## src/hdl/cmle_pkg.sv

```systemverilog
package cmle_pkg;

    localparam int WORD_W      = 32;
    localparam int LINE_BITS_W = 6;
    localparam int CFG_INDEX_W = 3;

    // saturation points of the link counters and the last data bit index
    localparam logic [6:0] CONFIRM_MAX = 7'd127;
    localparam logic [4:0] ALIGN_MAX   = 5'd31;
    localparam logic [4:0] BIT_LAST    = 5'd31;

    // configuration register indexes
    typedef enum logic [CFG_INDEX_W-1:0] {
        REG_HEADER_BITS       = 3'd0,
        REG_COMM_RESET_CODE   = 3'd1,
        REG_ROT_RESET_CODE    = 3'd2,
        REG_CUBE_RESET_CODE   = 3'd3,
        REG_CONFIRM_THRESHOLD = 3'd4,
        REG_ALIGN_LIMIT       = 3'd5
    } cfg_reg_t;

    typedef struct packed {
        logic              command;       // 0 clock sample, 1 load payload word
        logic              clock_level;
        logic              data_bit;
        logic [2:0]        line_index;
        logic [WORD_W-1:0] payload_word;
    } in_beat_t;

    typedef struct packed {
        logic [LINE_BITS_W-1:0] line_bits;
        logic                   word_valid;
        logic                   word_is_command;
        logic [WORD_W-1:0]      received_word;
        logic                   parity_error;
        logic                   rot_reset_pulse;
        logic                   cube_reset_pulse;
        logic [1:0]             link_state;
    } out_beat_t;

endpackage

```

## src/hdl/clocked_multiline_link_engine_top.sv

```systemverilog
// Slave end of a serial link clocked by its partner. Each input beat is either a sample of
// the partner clock and data line (command 0) or a payload word for one output line
// (command 1). A sample whose clock level differs from the last one is an edge and yields
// exactly one result beat; loads and non-edge samples yield none. Throughput is one input
// beat per cycle: a beat is registered in the input register, stepped through the link
// state in a single pass and the result lands in the output register. The only thing that
// holds the input side is a stalled, full output register. Configuration writes take
// effect on the next edge and are meant for idle time.
module clocked_multiline_link_engine_top
    import cmle_pkg::*;
#(
    parameter int LINE_COUNT = 6
)
(
    input  logic                   clk,
    input  logic                   rst_n,
    // config write port
    input  logic                   cfg_write,
    input  logic [CFG_INDEX_W-1:0] cfg_index,
    input  logic [WORD_W-1:0]      cfg_data,
    // input beats
    input  logic                   in_valid,
    output logic                   in_stall,
    input  in_beat_t               in_data,
    // result beats
    output logic                   out_valid,
    input  logic                   out_stall,
    output out_beat_t              out_data
);

    localparam int IDX_W = (LINE_COUNT > 1) ? $clog2(LINE_COUNT) : 1;
    localparam logic [3:0] LINE_LIMIT = 4'(LINE_COUNT);

    typedef enum logic [1:0] {
        PH_RESYNC = 2'd0,
        PH_HEADER = 2'd1,
        PH_DATA   = 2'd2,
        PH_PARITY = 2'd3
    } phase_t;

    // configuration
    logic [LINE_BITS_W-1:0] header_bits_reg;
    logic [WORD_W-1:0]      comm_code_reg;
    logic [WORD_W-1:0]      rot_code_reg;
    logic [WORD_W-1:0]      cube_code_reg;
    logic [6:0]             confirm_thr_reg;
    logic [4:0]             align_limit_reg;

    // input register
    logic     in_vld_reg, in_vld_next;
    in_beat_t in_beat_reg;

    // output register
    logic      out_vld_reg, out_vld_next;
    out_beat_t out_beat_reg, out_beat_next;

    // link state
    phase_t                phase_reg, phase_next;
    logic                  prev_clk_reg, prev_clk_next;
    logic [4:0]            bit_idx_reg, bit_idx_next;
    logic [6:0]            confirm_reg, confirm_next;
    logic [4:0]            align_reg, align_next;
    logic                  ack_reg, ack_next;
    logic [WORD_W-1:0]     rx_word_reg, rx_word_next;
    logic                  rx_header_reg, rx_header_next;
    logic                  rx_par_reg, rx_par_next;
    logic [LINE_COUNT-1:0] tx_par_reg, tx_par_next;
    logic                  bad_reg, bad_next;
    logic                  ready_reg, ready_next;
    logic [WORD_W-1:0]     staged_reg [LINE_COUNT];
    logic [WORD_W-1:0]     staged_next [LINE_COUNT];
    logic [WORD_W-1:0]     active_reg [LINE_COUNT];
    logic [WORD_W-1:0]     active_next [LINE_COUNT];

    logic                  step_en;
    logic                  in_accept;
    logic                  edge_seen;
    logic [LINE_COUNT-1:0] drive;
    logic [LINE_COUNT-1:0] lane_bits;
    logic                  word_ok;
    logic                  is_cmd;
    logic                  rot_pulse;
    logic                  cube_pulse;

    // the registered beat moves on unless a result would have nowhere to go
    assign step_en   = in_vld_reg && !(out_vld_reg && out_stall);
    assign in_stall  = in_vld_reg && out_vld_reg && out_stall;
    assign in_accept = in_valid && !in_stall;

    always_comb
    begin
        in_vld_next = in_accept ? 1'b1 : (step_en ? 1'b0 : in_vld_reg);
    end

    // data bit of each line at the current bit position
    always_comb
    begin
        for (int n = 0; n < LINE_COUNT; n++)
        begin
            lane_bits[n] = active_reg[n][bit_idx_reg];
        end
    end

    // one step of the link per beat
    always_comb
    begin
        phase_next     = phase_reg;
        prev_clk_next  = prev_clk_reg;
        bit_idx_next   = bit_idx_reg;
        confirm_next   = confirm_reg;
        align_next     = align_reg;
        ack_next       = ack_reg;
        rx_word_next   = rx_word_reg;
        rx_header_next = rx_header_reg;
        rx_par_next    = rx_par_reg;
        tx_par_next    = tx_par_reg;
        bad_next       = bad_reg;
        ready_next     = ready_reg;
        staged_next    = staged_reg;
        active_next    = active_reg;
        edge_seen      = 1'b0;
        drive          = '0;
        word_ok        = 1'b0;
        is_cmd         = 1'b0;
        rot_pulse      = 1'b0;
        cube_pulse     = 1'b0;

        if (step_en)
        begin
            if (in_beat_reg.command)
            begin
                if ({1'b0, in_beat_reg.line_index} < LINE_LIMIT)
                begin
                    staged_next[in_beat_reg.line_index[IDX_W-1:0]] = in_beat_reg.payload_word;
                end
            end
            else if (in_beat_reg.clock_level != prev_clk_reg)
            begin
                edge_seen     = 1'b1;
                prev_clk_next = in_beat_reg.clock_level;

                case (phase_reg)
                    PH_RESYNC:
                    begin
                        rx_word_next = '0;
                        if (confirm_reg > confirm_thr_reg)
                        begin
                            // confirmed: wait for two zeros as acknowledge
                            if (align_reg < ALIGN_MAX)
                            begin
                                align_next = align_reg + 5'd1;
                            end
                            if (in_beat_reg.data_bit)
                            begin
                                ack_next = 1'b0;
                                drive    = in_beat_reg.clock_level ? '1 : '0;
                            end
                            else if (!ack_reg)
                            begin
                                ack_next = 1'b1;
                            end
                            else
                            begin
                                phase_next = PH_HEADER;
                                ack_next   = 1'b0;
                            end
                            if (align_next > align_limit_reg && phase_next == PH_RESYNC)
                            begin
                                align_next   = '0;
                                confirm_next = '0;
                                ack_next     = 1'b0;
                            end
                        end
                        else
                        begin
                            // counting ones
                            align_next = '0;
                            ack_next   = 1'b0;
                            drive      = '1;
                            if (!in_beat_reg.data_bit)
                            begin
                                confirm_next = '0;
                            end
                            else if (confirm_reg < CONFIRM_MAX)
                            begin
                                confirm_next = confirm_reg + 7'd1;
                            end
                        end
                    end
                    PH_HEADER:
                    begin
                        confirm_next   = '0;
                        rx_header_next = in_beat_reg.data_bit;
                        drive          = LINE_COUNT'(header_bits_reg);
                        phase_next     = PH_DATA;
                        rx_word_next   = '0;
                        bit_idx_next   = '0;
                    end
                    PH_DATA:
                    begin
                        rx_word_next[bit_idx_reg] = rx_word_reg[bit_idx_reg]
                                                    | in_beat_reg.data_bit;
                        rx_par_next = rx_par_reg ^ in_beat_reg.data_bit;
                        drive       = lane_bits;
                        tx_par_next = tx_par_reg ^ lane_bits;
                        if (bit_idx_reg < BIT_LAST)
                        begin
                            bit_idx_next = bit_idx_reg + 5'd1;
                        end
                        else
                        begin
                            phase_next = PH_PARITY;
                        end
                    end
                    PH_PARITY:
                    begin
                        if (in_beat_reg.data_bit != rx_par_reg)
                        begin
                            bad_next = 1'b1;
                        end
                        drive       = tx_par_reg;
                        tx_par_next = '0;
                        rx_par_next = 1'b0;
                        ready_next  = 1'b1;
                        phase_next  = PH_HEADER;
                    end
                    default:
                    begin
                        phase_next = PH_RESYNC;
                    end
                endcase

                // frame hand-off and command decode
                if (!bad_next && ready_next)
                begin
                    word_ok    = 1'b1;
                    is_cmd     = rx_header_next;
                    ready_next = 1'b0;
                    if (rx_header_next)
                    begin
                        if (rx_word_next == comm_code_reg)
                        begin
                            phase_next = PH_RESYNC;
                        end
                        else if (rx_word_next == rot_code_reg)
                        begin
                            rot_pulse = 1'b1;
                        end
                        else if (rx_word_next == cube_code_reg)
                        begin
                            cube_pulse = 1'b1;
                        end
                    end
                end
                else if (rx_word_next == comm_code_reg)
                begin
                    phase_next = PH_RESYNC;
                end
            end

            // line words go live at the start of each data phase
            if (phase_next == PH_DATA && bit_idx_next == '0)
            begin
                active_next = staged_next;
            end
        end
    end

    always_comb
    begin
        out_beat_next.line_bits        = LINE_BITS_W'(drive);
        out_beat_next.word_valid       = word_ok;
        out_beat_next.word_is_command  = is_cmd;
        out_beat_next.received_word    = rx_word_next;
        out_beat_next.parity_error     = bad_next;
        out_beat_next.rot_reset_pulse  = rot_pulse;
        out_beat_next.cube_reset_pulse = cube_pulse;
        out_beat_next.link_state       = 2'(phase_next);
        out_vld_next = edge_seen ? 1'b1 : (out_stall ? out_vld_reg : 1'b0);
    end

    always_ff @(posedge clk or negedge rst_n)
    begin
        if (!rst_n)
        begin
            header_bits_reg <= '0;
            comm_code_reg   <= 32'd1;
            rot_code_reg    <= 32'd2;
            cube_code_reg   <= 32'd3;
            confirm_thr_reg <= 7'd64;
            align_limit_reg <= 5'd16;
            in_vld_reg      <= 1'b0;
            out_vld_reg     <= 1'b0;
            phase_reg       <= PH_RESYNC;
            prev_clk_reg    <= 1'b0;
            bit_idx_reg     <= '0;
            confirm_reg     <= '0;
            align_reg       <= '0;
            ack_reg         <= 1'b0;
            rx_word_reg     <= '0;
            rx_header_reg   <= 1'b0;
            rx_par_reg      <= 1'b0;
            tx_par_reg      <= '0;
            bad_reg         <= 1'b0;
            ready_reg       <= 1'b0;
            for (int n = 0; n < LINE_COUNT; n++)
            begin
                staged_reg[n] <= '0;
                active_reg[n] <= '0;
            end
        end
        else
        begin
            if (cfg_write)
            begin
                case (cfg_index)
                    REG_HEADER_BITS:       header_bits_reg <= cfg_data[LINE_BITS_W-1:0];
                    REG_COMM_RESET_CODE:   comm_code_reg   <= cfg_data;
                    REG_ROT_RESET_CODE:    rot_code_reg    <= cfg_data;
                    REG_CUBE_RESET_CODE:   cube_code_reg   <= cfg_data;
                    REG_CONFIRM_THRESHOLD: confirm_thr_reg <= cfg_data[6:0];
                    REG_ALIGN_LIMIT:       align_limit_reg <= cfg_data[4:0];
                    default:               ;
                endcase
            end
            in_vld_reg    <= in_vld_next;
            out_vld_reg   <= out_vld_next;
            phase_reg     <= phase_next;
            prev_clk_reg  <= prev_clk_next;
            bit_idx_reg   <= bit_idx_next;
            confirm_reg   <= confirm_next;
            align_reg     <= align_next;
            ack_reg       <= ack_next;
            rx_word_reg   <= rx_word_next;
            rx_header_reg <= rx_header_next;
            rx_par_reg    <= rx_par_next;
            tx_par_reg    <= tx_par_next;
            bad_reg       <= bad_next;
            ready_reg     <= ready_next;
            staged_reg    <= staged_next;
            active_reg    <= active_next;
        end
    end

    // payload registers
    always_ff @(posedge clk)
    begin
        if (in_accept)
        begin
            in_beat_reg <= in_data;
        end
        if (edge_seen)
        begin
            out_beat_reg <= out_beat_next;
        end
    end

    assign out_valid = out_vld_reg;
    assign out_data  = out_beat_reg;

endmodule

```

## config.mk

```make
export PLATFORM = sky130hd
export DESIGN_NAME = clocked_multiline_link_engine_top
export DESIGN_NICKNAME = d
export VERILOG_FILES = /design/src/hdl/cmle_pkg.sv /design/src/hdl/clocked_multiline_link_engine_top.sv
export SDC_FILE = /design/constraint.sdc
export NUM_CORES = 1
export LEC_CHECK = 0
export ABC_AREA = 1
export BUFFER_PORTS_ARGS = -buffer_cell sky130_fd_sc_hd__buf_4
export CORE_UTILIZATION = 50
export DETAILED_ROUTE_END_ITERATION = 10
export PLACE_DENSITY = 0.69
export REMOVE_ABC_BUFFERS = 1
export SYNTH_ARGS = -nofsm -noshare
export SYNTH_HDL_FRONTEND = slang
export SYNTH_SLANG_ARGS = --single-unit
```

## constraint.sdc

```tcl
create_clock -name clk -period 4.05 [get_ports clk]
set_clock_uncertainty 0.05 [all_clocks]
set_input_delay 0.2025 -clock clk [delete_from_list [all_inputs] [get_ports clk]]
set_output_delay 0.2025 -clock clk [all_outputs]
set_load 0.05 [all_outputs]
```

==> Word level (Yosys, flattened, before mapping) <==
Cells that the tools add are included.
{ "word_totals": {"reg_bits": 646, "out_inout_bits": 47, "elab_cells": 221} }
{ "classes": {"n_addsub": 3, "n_lt_le_gt_ge": 10, "n_eq_ne": 17, "n_mux": 101, "n_bitwise": 9, "n_reduce_logical": 36} }
{ "ops": {"columns": ["op", "count"], "rows": [
  ["2-to-1 mux 192 bit", 2],
  ["2-to-1 mux 32 bit", 7],
  ["bitwise mux 192 bit", 1],
  ["demux 32 bit (select 3 bit)", 1],
  ["== test 32 bit", 3],
  ["case mux 32 bit (2 select lines)", 1],
  ["2-to-1 mux 5 bit", 12],
  ["2-to-1 mux 1 bit", 39],
  ["binary-select mux 1 bit (select 5 bit)", 7],
  ["bitwise mux 32 bit", 1],
  ["2-to-1 mux 2 bit", 16],
  ["2-to-1 mux 7 bit", 4],
  ["case mux 6 bit (4 select lines)", 1],
  ["2-to-1 mux 6 bit", 3],
  ["case mux 7 bit (2 select lines)", 1],
  ["AND reduction 2 bit", 7],
  ["case mux 6 bit (2 select lines)", 1],
  ["adder 5 x 1 -> 5 bit, second input constant", 2],
  ["logical AND 1 bit", 10],
  ["< comparator 5 bit, second input constant", 2],
  ["case mux 5 bit (2 select lines)", 1],
  ["case mux 2 bit (4 select lines)", 1],
  ["AND reduction 4 bit", 2],
  ["adder 7 x 1 -> 7 bit, second input constant", 1],
  ["other kinds (36)", 50]
]} }

==> Longest topological paths before layout <==
Gate-level depths: netlist (run 1).
{ "depth": {"ltp_word": 19, "mapped_depth": 27, "mapped_depth_nobuf": 23} }

==> Worst setup path before layout (run 1) <==
Ideal clock, no wire load.
{ "synth_timing": {"kind": "register -> register", "start": "register bit_idx_reg[0]", "end": "register out_beat_reg (netlist bit out_data[1]) (data pin)", "setup_time_ps": 273, "t_arrival_ps": 3504, "t_required_ps": 3727, "slack_ps": 223, "path_stages_with_launch": 26, "n_path_buf": 7, "synth_period_minus_slack_ps": 3827, "cell_sequence": "dfrtp_1 inv_2 buf_4 clkbuf_1 clkbuf_1 clkbuf_1 ha_1 clkbuf_2 inv_1 nor2_1 o21a_1 nand2_1 nand2_1 nand2_1 nand2_1 nand2_1 nor2_1 nand2_1 nor2_1 nand3_2 nand2_1 nand2_1 buf_2 buf_4 nand2_1 o21ai_0"} }
{ "synth_via": {"elab_chain_len": 17} }
{ "synth_lines": {"columns": ["item", "line", "rtl"], "rows": [
  ["start: declaration", "clocked_multiline_link_engine_top.sv:60", "logic [4:0] bit_idx_reg, bit_idx_next;"],
  ["start signal: assignment", "clocked_multiline_link_engine_top.sv:330", "bit_idx_reg <= bit_idx_next;"],
  ["< comparator 5 x 6 -> 1 bit (implied by the code) or greater-or-equal comparator 5 x 1 -> 1 bit (tied branches)", "clocked_multiline_link_engine_top.sv:201", "rx_word_next[bit_idx_reg] = rx_word_reg[bit_idx_reg]"],
  ["logical AND 1 bit (implied by the code)", "clocked_multiline_link_engine_top.sv:201", null],
  ["2-to-1 mux 1 bit (implied by the code)", "clocked_multiline_link_engine_top.sv:201", null],
  ["demux 1 bit (select 5 bit)", "clocked_multiline_link_engine_top.sv:201", null],
  ["bitwise mux 32 bit", "clocked_multiline_link_engine_top.sv:201", null],
  ["case mux 32 bit (2 select lines)", "clocked_multiline_link_engine_top.sv:142", "case (phase_reg)"],
  ["2-to-1 mux 32 bit", "clocked_multiline_link_engine_top.sv:137", "else if (in_beat_reg.clock_level != prev_clk_reg)"],
  ["2-to-1 mux 32 bit", "clocked_multiline_link_engine_top.sv:130", "if (in_beat_reg.command)"],
  ["2-to-1 mux 32 bit", "clocked_multiline_link_engine_top.sv:128", "if (step_en)"],
  ["== test 32 bit", "clocked_multiline_link_engine_top.sv:241, clocked_multiline_link_engine_top.sv:255", null],
  ["2-to-1 mux 2 bit", "clocked_multiline_link_engine_top.sv:241, clocked_multiline_link_engine_top.sv:255", null],
  ["2-to-1 mux 2 bit", "clocked_multiline_link_engine_top.sv:239", "if (rx_header_next)"],
  ["2-to-1 mux 2 bit *", "clocked_multiline_link_engine_top.sv:234", "if (!bad_next && ready_next)"],
  ["2-to-1 mux 2 bit *", "clocked_multiline_link_engine_top.sv:137", null],
  ["2-to-1 mux 2 bit *", "clocked_multiline_link_engine_top.sv:130", null],
  ["2-to-1 mux 2 bit * (2 in a row)", "clocked_multiline_link_engine_top.sv:128", null],
  ["via phase_next[1]", "clocked_multiline_link_engine_top.sv:58", "phase_t phase_reg, phase_next;"],
  ["end signal: assignment", "clocked_multiline_link_engine_top.sv:354", "out_beat_reg <= out_beat_next;"],
  ["end: declaration", "clocked_multiline_link_engine_top.sv:55", "out_beat_t out_beat_reg, out_beat_next;"]
]} }
Mark *: on every way through the listed nets, which the timed path passes. The rest lies on a longest branch. The select of a mux whose other input is x is not followed.
A chain may end at the register's enable or synchronous reset.

==> Final worst setup path (run 1) <==
{ "layout_timing": {"start": "register bit_idx_reg[1]", "end": "register active_reg[108] (netlist bit)"} }
{ "layout_via": {"elab_chain_len": 19} }
{ "layout_lines": {"columns": ["item", "line", "rtl"], "rows": [
  ["< comparator 5 x 6 -> 1 bit (implied by the code) or greater-or-equal comparator 5 x 1 -> 1 bit (tied branches)", "clocked_multiline_link_engine_top.sv:201", null],
  ["logical AND 1 bit (implied by the code)", "clocked_multiline_link_engine_top.sv:201", null],
  ["2-to-1 mux 1 bit (implied by the code)", "clocked_multiline_link_engine_top.sv:201", null],
  ["demux 1 bit (select 5 bit)", "clocked_multiline_link_engine_top.sv:201", null],
  ["bitwise mux 32 bit", "clocked_multiline_link_engine_top.sv:201", null],
  ["case mux 32 bit (2 select lines)", "clocked_multiline_link_engine_top.sv:142", null],
  ["2-to-1 mux 32 bit", "clocked_multiline_link_engine_top.sv:137", null],
  ["2-to-1 mux 32 bit", "clocked_multiline_link_engine_top.sv:130", null],
  ["[3 not listed]", null, null],
  ["2-to-1 mux 2 bit", "clocked_multiline_link_engine_top.sv:239", null],
  ["2-to-1 mux 2 bit", "clocked_multiline_link_engine_top.sv:234", null],
  ["2-to-1 mux 2 bit", "clocked_multiline_link_engine_top.sv:137", null],
  ["2-to-1 mux 2 bit", "clocked_multiline_link_engine_top.sv:130", null],
  ["2-to-1 mux 2 bit", "clocked_multiline_link_engine_top.sv:128", null],
  ["== test 2 bit", "clocked_multiline_link_engine_top.sv:262", "if (phase_next == PH_DATA && bit_idx_next == '0)"],
  ["logical AND 1 bit *", "clocked_multiline_link_engine_top.sv:262", null],
  ["AND reduction 2 bit (no line) *", null, null],
  ["end signal: assignment", "clocked_multiline_link_engine_top.sv:341", "active_reg <= active_next;"],
  ["end: declaration", "clocked_multiline_link_engine_top.sv:72", "logic [WORD_W-1:0] active_reg [LINE_COUNT];"]
]} }
Every way passes the cells marked *; elsewhere a longest branch is shown, timed or not. The select of a mux whose other input is x is not followed.

==> flow_metrics.env, run 1 <==
export IMPL_tritoncts="built"
export IMPL_grt_max_degree=205
export IMPL_rrSetupSlack_ns=0.18
export IMPL_tightest_slew_ns=1.28
export IMPL_cp_required_ns=4.55
export IMPL_clockBufferDepth=3
export IMPL_area_growth_pct=16.4
export IMPL_drv_slew=0
export IMPL_via_count=27600
export IMPL_crit_path_end="active_reg[108]$_DFFE_PN0P_"
export IMPL_synth_top_flop_cell="dfrtp_1"
export IMPL_synth_area_leaders="dfrtp_1, nand2_1, edfxtp_1"
export IMPL_syn_area_um2=31600
export IMPL_min_period_ns=3.87
export IMPL_portBuffers=124
export IMPL_num_rows=91
export IMPL_nets=4193
export IMPL_start_util_pct=51.0
export IMPL_yosysUniqueCellTypes=44
export IMPL_cts_max_level=3
export IMPL_place_congestion=0.957
export IMPL_power_density_nw_per_um2=695
export IMPL_synthAdderAreaFrac_pct=0.910
export IMPL_synth_largest_area_cell="dfrtp_1"
export IMPL_avgSynthCellArea_um2=7.99
export IMPL_grt_overflow=0
export IMPL_arrival_ns=4.37
export IMPL_die_y_um=254
export IMPL_synth_compound_area_share_pct=11.0
export IMPL_max_vdd_ir_drop_v=0.000651
export IMPL_setup_viol=0
export IMPL_synth_top_area_share_pct=44.1
export IMPL_async_reset_ff_share_pct=87.2
export IMPL_rsz0062_at_grt="no"
export IMPL_cp_max_fo=50
export IMPL_hpwl_mm=55.3
export IMPL_syn_inst=3957
export IMPL_grt_pass1_vias=25900
export IMPL_drive_gt1_share_pct=9.23
export IMPL_synth_edff_count=83
export IMPL_viasPerCell=5.54
export IMPL_finalWirelength_mm=89.6
export IMPL_clock_sinks=646
export IMPL_clk_latency_ns=0.61
export IMPL_cp_end_kind="register"
export IMPL_antenna_found_initial=0
export IMPL_dieWidth_um=254
export IMPL_timing_rr_end="active_reg[108]$_DFFE_PN0P_"
export IMPL_track_usage_pct=27.9
export IMPL_yosysSeqAreaShare_pct=52.4
export IMPL_cts_root_buf="clkbuf_16"
export IMPL_drc=0
export IMPL_layout_commonest_cell="nand2_1"
export IMPL_final_cell_mix="nand2_1, dfrtp_1, o21ai_0, nand4_1, buf_4"
export IMPL_critPathKind="reg -> reg"
export IMPL_r2r_start="bit_idx_reg[1]$_DFFE_PN0P_"
export IMPL_clk_pin_slew_ns=0.06
export IMPL_drt_iter0_markers=2517
export IMPL_antenna_cells=0
export IMPL_reg2reg_depth=18
export IMPL_finalHoldViolCount=0
export IMPL_relSlewSlack_pct=15.0
export IMPL_post_drt_wl_per_cell_um=18.0
export IMPL_synthXorXnorAreaFrac_pct=1.61
export IMPL_power_leakage_nw=18.3
export IMPL_fin_util_pct=59.3
export IMPL_yosys_area_share_simple_pct=27.7
export IMPL_first_pass_iters=7
export IMPL_fmax_mhz=259
export IMPL_antenna_left=0
export IMPL_finalCritPeriodShare_pct=95.5
export IMPL_grt_pass1_wl_mm=141
export IMPL_cap_violations=0
export IMPL_synth_top_family_by_area="simple AND/OR/NAND/NOR gates"
export IMPL_run_status="finished clean"
export IMPL_synthMuxAreaShare_pct=0
export IMPL_ys_ff_latch=646
export IMPL_min_delay_path_depth=4
export IMPL_core_area_um2=62100
export IMPL_io_pins=125
export IMPL_finalInstanceArea_um2=36800
export IMPL_cts_buffers=70
export IMPL_hp_class="in -> reg"
export IMPL_ys_warn_count=0
export IMPL_start_kind="register"
export IMPL_placed_cell_area_um2=33600
export IMPL_die_area_um2=64300
export IMPL_cp_startpoint="bit_idx_reg[1]$_DFFE_PN0P_"
## stage by stage
stage | hold WS [ns] | setup TNS, ns | instances | worst slack (ns) | total power [W]
2_1_floorplan | -0.143 | -8399.51 | 3713 | -21.68 | 0.0151
3_3_place_gp | 0.238 | 0 | 4781 | 0.138 | 0.0183
3_5_place_dp | 0.237 | 0 | 4781 | 0.136 | 0.0185
4_1_cts | 0.0463 | 0 | 4984 | 0.121 | 0.0253
5_1_grt | 0.134 | 0 | 4986 | 0.000606 | 0.0271
6_report | 0.0779 | 0 | 4986 | 0.182 | 0.0256
## routing by layer
layer | vias to the layer above | share of wire (%) | global-route usage (%)
li1 | 13300 | - | -
met1 | 13200 | 43 | 37.7
met2 | 920 | 47 | 44.9
met3 | 189 | 6.3 | 4.73
met4 | 0 | 3.6 | 10.8
met5 | - | 0 | 0
## critical path, stage by stage (launching register included)
cell	delay [ns]
dfrtp_2	0.50
inv_2	0.22
ha_1	0.21
inv_1	0.13
nor3_1	0.40
nand4_1	0.16
nand2_1	0.11
nand3b_1	0.08
nand2_1	0.15
nand2_1	0.07
nor2_1	0.25
nand2_1	0.09
nor2_1	0.19
nand3_2	0.17
a21oi_4	0.20
buf_6	0.24
buf_16	0.25
nand4_1	0.15
nand2_1	0.13
## synth_stat cells (2+ instances only)
cell type      number
nand2_1          1632
dfrtp_1           557
o21ai_0           494
nand4_1           217
inv_1             204
nor2_1            175
clkbuf_1          143
edfxtp_1           83
o22ai_1            56
nand3_1            48
a21oi_1            47
buf_2              44
xnor2_1            33
xor2_1             25
buf_4              23
ha_1               23
buf_6              20
nand3b_1           18
nor3_1             14
a221oi_1           12
a22o_1             12
buf_1               9
o21a_1              9
dfstp_2             6
nor2_2              6
o21ai_1             6
o21bai_1            5
inv_2               4
nor4_1              4
clkinv_1            3
dlygate4sd1_1       3
nand3_2             3
nor2_4              3
nor3b_1             3
or2_2               3
a31oi_1             2
## cell type report
| class | instances | area (um2) |
|---|---|---|
| Clock buffer | 96 | 2030 |
| Clock inverter | 33 | 377 |
| Fill cell | 5453 | 25200 |
| Inverter | 211 | 800 |
| Multi-Input combinational cell | 2856 | 13100 |
| Sequential cell | 646 | 16600 |
| Tap cell | 837 | 1050 |
| Timing Repair Buffer | 307 | 2860 |
## logic make-up after synthesis
kind of cell | count (synthesis)
AOI/OAI and AO/OA | 648
xor gates and xnor gates | 58
adders and majority gates | 23
buffers and inverters | 455
DFF | 646
and+or+nand+nor | 2127
## repair_timing
action                                  CTS  global route
gates resized for setup                   0             7
endpoints found under the hold margin   230             0
endpoints found under the setup margin    0           189
buffers inserted                          0             0
hold buffers                             74             0
## power by group
group	internal, W	switching (W)	leakage, nW
sequential	0.00854	0.00110	8.19
clock	0.00402	0.00268	1.18
combinational	0.00301	0.00624	8.90
## worst min-delay path by stage
| stage | startpoint | to | slack [ns] |
|---|---|---|---|
| CTS | cfg_index[1] | align_limit_reg[4]$_DFFE_PN1P_ | 0.05 |
| global route | cfg_index[1] | align_limit_reg[4]$_DFFE_PN1P_ | 0.13 |
| detailed placement | rst_n | rot_code_reg[28]$_DFFE_PN0P_ | 0.24 |
| finish | cfg_index[1] | align_limit_reg[4]$_DFFE_PN1P_ | 0.08 |
| global placement | rst_n | cube_code_reg[8]$_DFFE_PN0P_ | 0.24 |
| floorplan | rst_n | ack_reg$_DFFE_PN0P_ | -0.14 |
Note: power is estimated with default switching activity, not from simulation.
==> inputs of run 2 (changes only) <==
--- a/config.mk
+++ b/config.mk
@@ -7,6 +7,7 @@
 export LEC_CHECK = 0
 export ABC_AREA = 1
 export BUFFER_PORTS_ARGS = -buffer_cell sky130_fd_sc_hd__buf_4
+export CORE_MARGIN = 2
 export CORE_UTILIZATION = 50
 export DETAILED_ROUTE_END_ITERATION = 10
 export PLACE_DENSITY = 0.69
==> run 2 against run 1 <==
Via count is 0.54% lower. Maximum frequency is 1.7% higher. Core utilization is 1.1 points lower. Sequential share of layout area is 0.24 points higher. Sequential cell count stayed put. Global-route usage is 0.72 points lower. Combinational power is 0.8% higher. Count of clock-buffer cells in the layout is 8 higher. Final cell count is 0.34% lower. Power is 0.16% higher. Critical endpoint is now active_reg[188]$_DFFE_PN0P_.
==> flow_metrics.env, run 2 (synthesis results as in run 1) <==
export IMPL_run_status="finished clean"
export IMPL_dieWidth_um=256
export IMPL_tritoncts="built"
export IMPL_antenna_found_initial=0
export IMPL_fill_cells=5738
export IMPL_clk_pin_slew_ns=0.06
export IMPL_use_met1_pct=37.1
export IMPL_max_vdd_ir_drop_v=0.000479
export IMPL_tightest_slew_ns=1.16
export IMPL_fin_cells=4969
export IMPL_grt_busiest_layer="met2"
export IMPL_antenna_left=0
export IMPL_grt_pass1_vias=26100
export IMPL_multiInputGateArea_um2=13100
export IMPL_area_growth_pct=15.8
export IMPL_finalWirelength_mm=90.7
export IMPL_min_delay_path_depth=4
export IMPL_drv_slew=0
export IMPL_track_usage_pct=27.2
export IMPL_arrival_ns=4.25
export IMPL_start_util_pct=50.3
export IMPL_reg2reg_depth=25
export IMPL_cts_buffers=72
export IMPL_dp_cells=4755
export IMPL_fin_util_pct=58.2
export IMPL_core_area_um2=62900
export IMPL_antenna_cells=0
export IMPL_grt_pass1_wl_mm=144
export IMPL_die_area_um2=65300
export IMPL_clock_sinks=646
export IMPL_fin_tns_setup_ns=0
export IMPL_cap_violations=0
export IMPL_finalHoldViolCount=0
export IMPL_finalCritPeriodShare_pct=93.9
export IMPL_relSlewSlack_pct=23.0
export IMPL_pre_cts_slack_ns=-0.0266
export IMPL_post_drt_wl_per_cell_um=18.3
export IMPL_portBuffers=124
export IMPL_clk_latency_ns=0.62
export IMPL_hp_class="in -> reg"
export IMPL_layout_commonest_cell="nand2_1"
export IMPL_power_density_nw_per_um2=700
export IMPL_setup_ws_ns=0.248
export IMPL_num_rows=92
export IMPL_cp_end_kind="register"
export IMPL_viasPerCell=5.53
export IMPL_min_to="align_limit_reg[4]$_DFFE_PN1P_"
export IMPL_grt_overflow=0
export IMPL_cts_root_buf="clkbuf_16"
export IMPL_fmax_mhz=263
export IMPL_timing_rr_end="active_reg[188]$_DFFE_PN0P_"
export IMPL_setup_viol=0
export IMPL_cts_max_level=3
export IMPL_first_pass_iters=6
export IMPL_hpwl_mm=54.6
export IMPL_drive_gt1_share_pct=8.83
export IMPL_seq_area_um2=16600
export IMPL_cp_required_ns=4.50
export IMPL_rrSetupSlack_ns=0.25
export IMPL_start_kind="register"
export IMPL_finalHoldWorstSlack_ns=0.0768
export IMPL_critPathKind="reg -> reg"
export IMPL_grt_use_met3_pct=3.21
export IMPL_drt_iter0_markers=2464
export IMPL_power_leakage_nw=18.2
export IMPL_nets=4168
export IMPL_via_count=27500
export IMPL_io_pins=125
export IMPL_clockBufferDepth=3
export IMPL_grt_max_degree=205
export IMPL_hold_start="cfg_index[1]"
export IMPL_drc=0
export IMPL_place_congestion=0.927
export IMPL_cp_max_fo=35
export IMPL_final_cell_mix="nand2_1, dfrtp_1, o21ai_0, nand4_1, inv_1"
export IMPL_die_y_um=256
export IMPL_min_period_ns=3.80
export IMPL_r2r_start="bit_idx_reg[0]$_DFFE_PN0P_"
export IMPL_grtUsageMet2_pct=45.2
[run 2: changes by cell type in the layout (fill, tap and decap cells not counted), sizes merged]
cell,previous run,this run
buf,231,201
clkinv,24,19
inv,211,212
clkbuf,98,109
bufinv,8,5
[run 2: power by group]
group / switching, W / total, W / internal, W
registers: 0.00110 / 0.00964 / 0.00854
logic: 0.00626 / 0.00933 / 0.00306
clock network: 0.00275 / 0.00666 / 0.00391
[run 2: critical path, stage by stage, from the launching register on]
cell       delay, ns
dfrtp_4         0.54
inv_6           0.16
nand2_1         0.07
nand3_1         0.07
nand2_1         0.05
nand2_1         0.05
nand2_1         0.08
nor2_4          0.19
buf_4           0.23
nand4_1         0.11
nand2_1         0.11
nand2_1         0.17
nand2_1         0.10
nand2_1         0.05
inv_1           0.04
nand2_1         0.04
nor2_1          0.16
nand2_1         0.09
nor2_1          0.17
nand3_2         0.17
a21oi_4         0.27
nand3_4         0.16
buf_12          0.18
clkbuf_16       0.21
nand2_1         0.09
nand2_1         0.05
[run 2: metal layers]
metal | part of all wire (%) | up-vias
li1 | - | 13200
met1 | 42 | 13100
met2 | 48 | 955
met3 | 6.6 | 171
met4 | 3.2 | 0
met5 | 0 | -
[run 2: area by class of cell]
| type | count | share of cell area, % |
|---|---|---|
| sequential | 646 | 45.3 |
| multi-input combinational | 2856 | 35.9 |
| timing repair buffer | 280 | 7.21 |
| clock buffer | 104 | 5.69 |
| tap | 846 | 2.89 |
| inverter | 211 | 2.19 |
| clock inverter | 26 | 0.796 |
[run 2: worst max path at each step]
stage                                    start                     endpoint  slack (ns)  cells after the start
floorplan                out_valid$_DFFE_PN0P_    active_reg[0]$_DFFE_PN0P_      -21.68                      8
global placement    bit_idx_reg[0]$_DFFE_PN0P_    active_reg[9]$_DFFE_PN0P_        0.04                     22
detailed placement  bit_idx_reg[0]$_DFFE_PN0P_    active_reg[9]$_DFFE_PN0P_       -0.03                     22
CTS                 bit_idx_reg[0]$_DFFE_PN0P_   active_reg[94]$_DFFE_PN0P_        0.08                     22
global route        bit_idx_reg[0]$_DFFE_PN0P_  active_reg[188]$_DFFE_PN0P_       -0.01                     25
finish              bit_idx_reg[0]$_DFFE_PN0P_  active_reg[188]$_DFFE_PN0P_        0.25                     25
[run 2: stage by stage]
stage | power [W] | area, um2
final | 0.0256 | 36600
after global routing | 0.0272 | 36600
after detailed placement | 0.0184 | 33200
after floorplan | 0.0151 | 30400
after global placement | 0.0182 | 33200
after CTS | 0.0251 | 36300
[run 2: what timing repair did]
action,4_1_cts,5_1_grt
pin swaps,0,1
endpoints found under the setup margin,40,193
gates resized for setup,1,19
hold buffers,74,0
buffers inserted,0,5
endpoints found under the hold margin,260,0
gates cloned,0,5
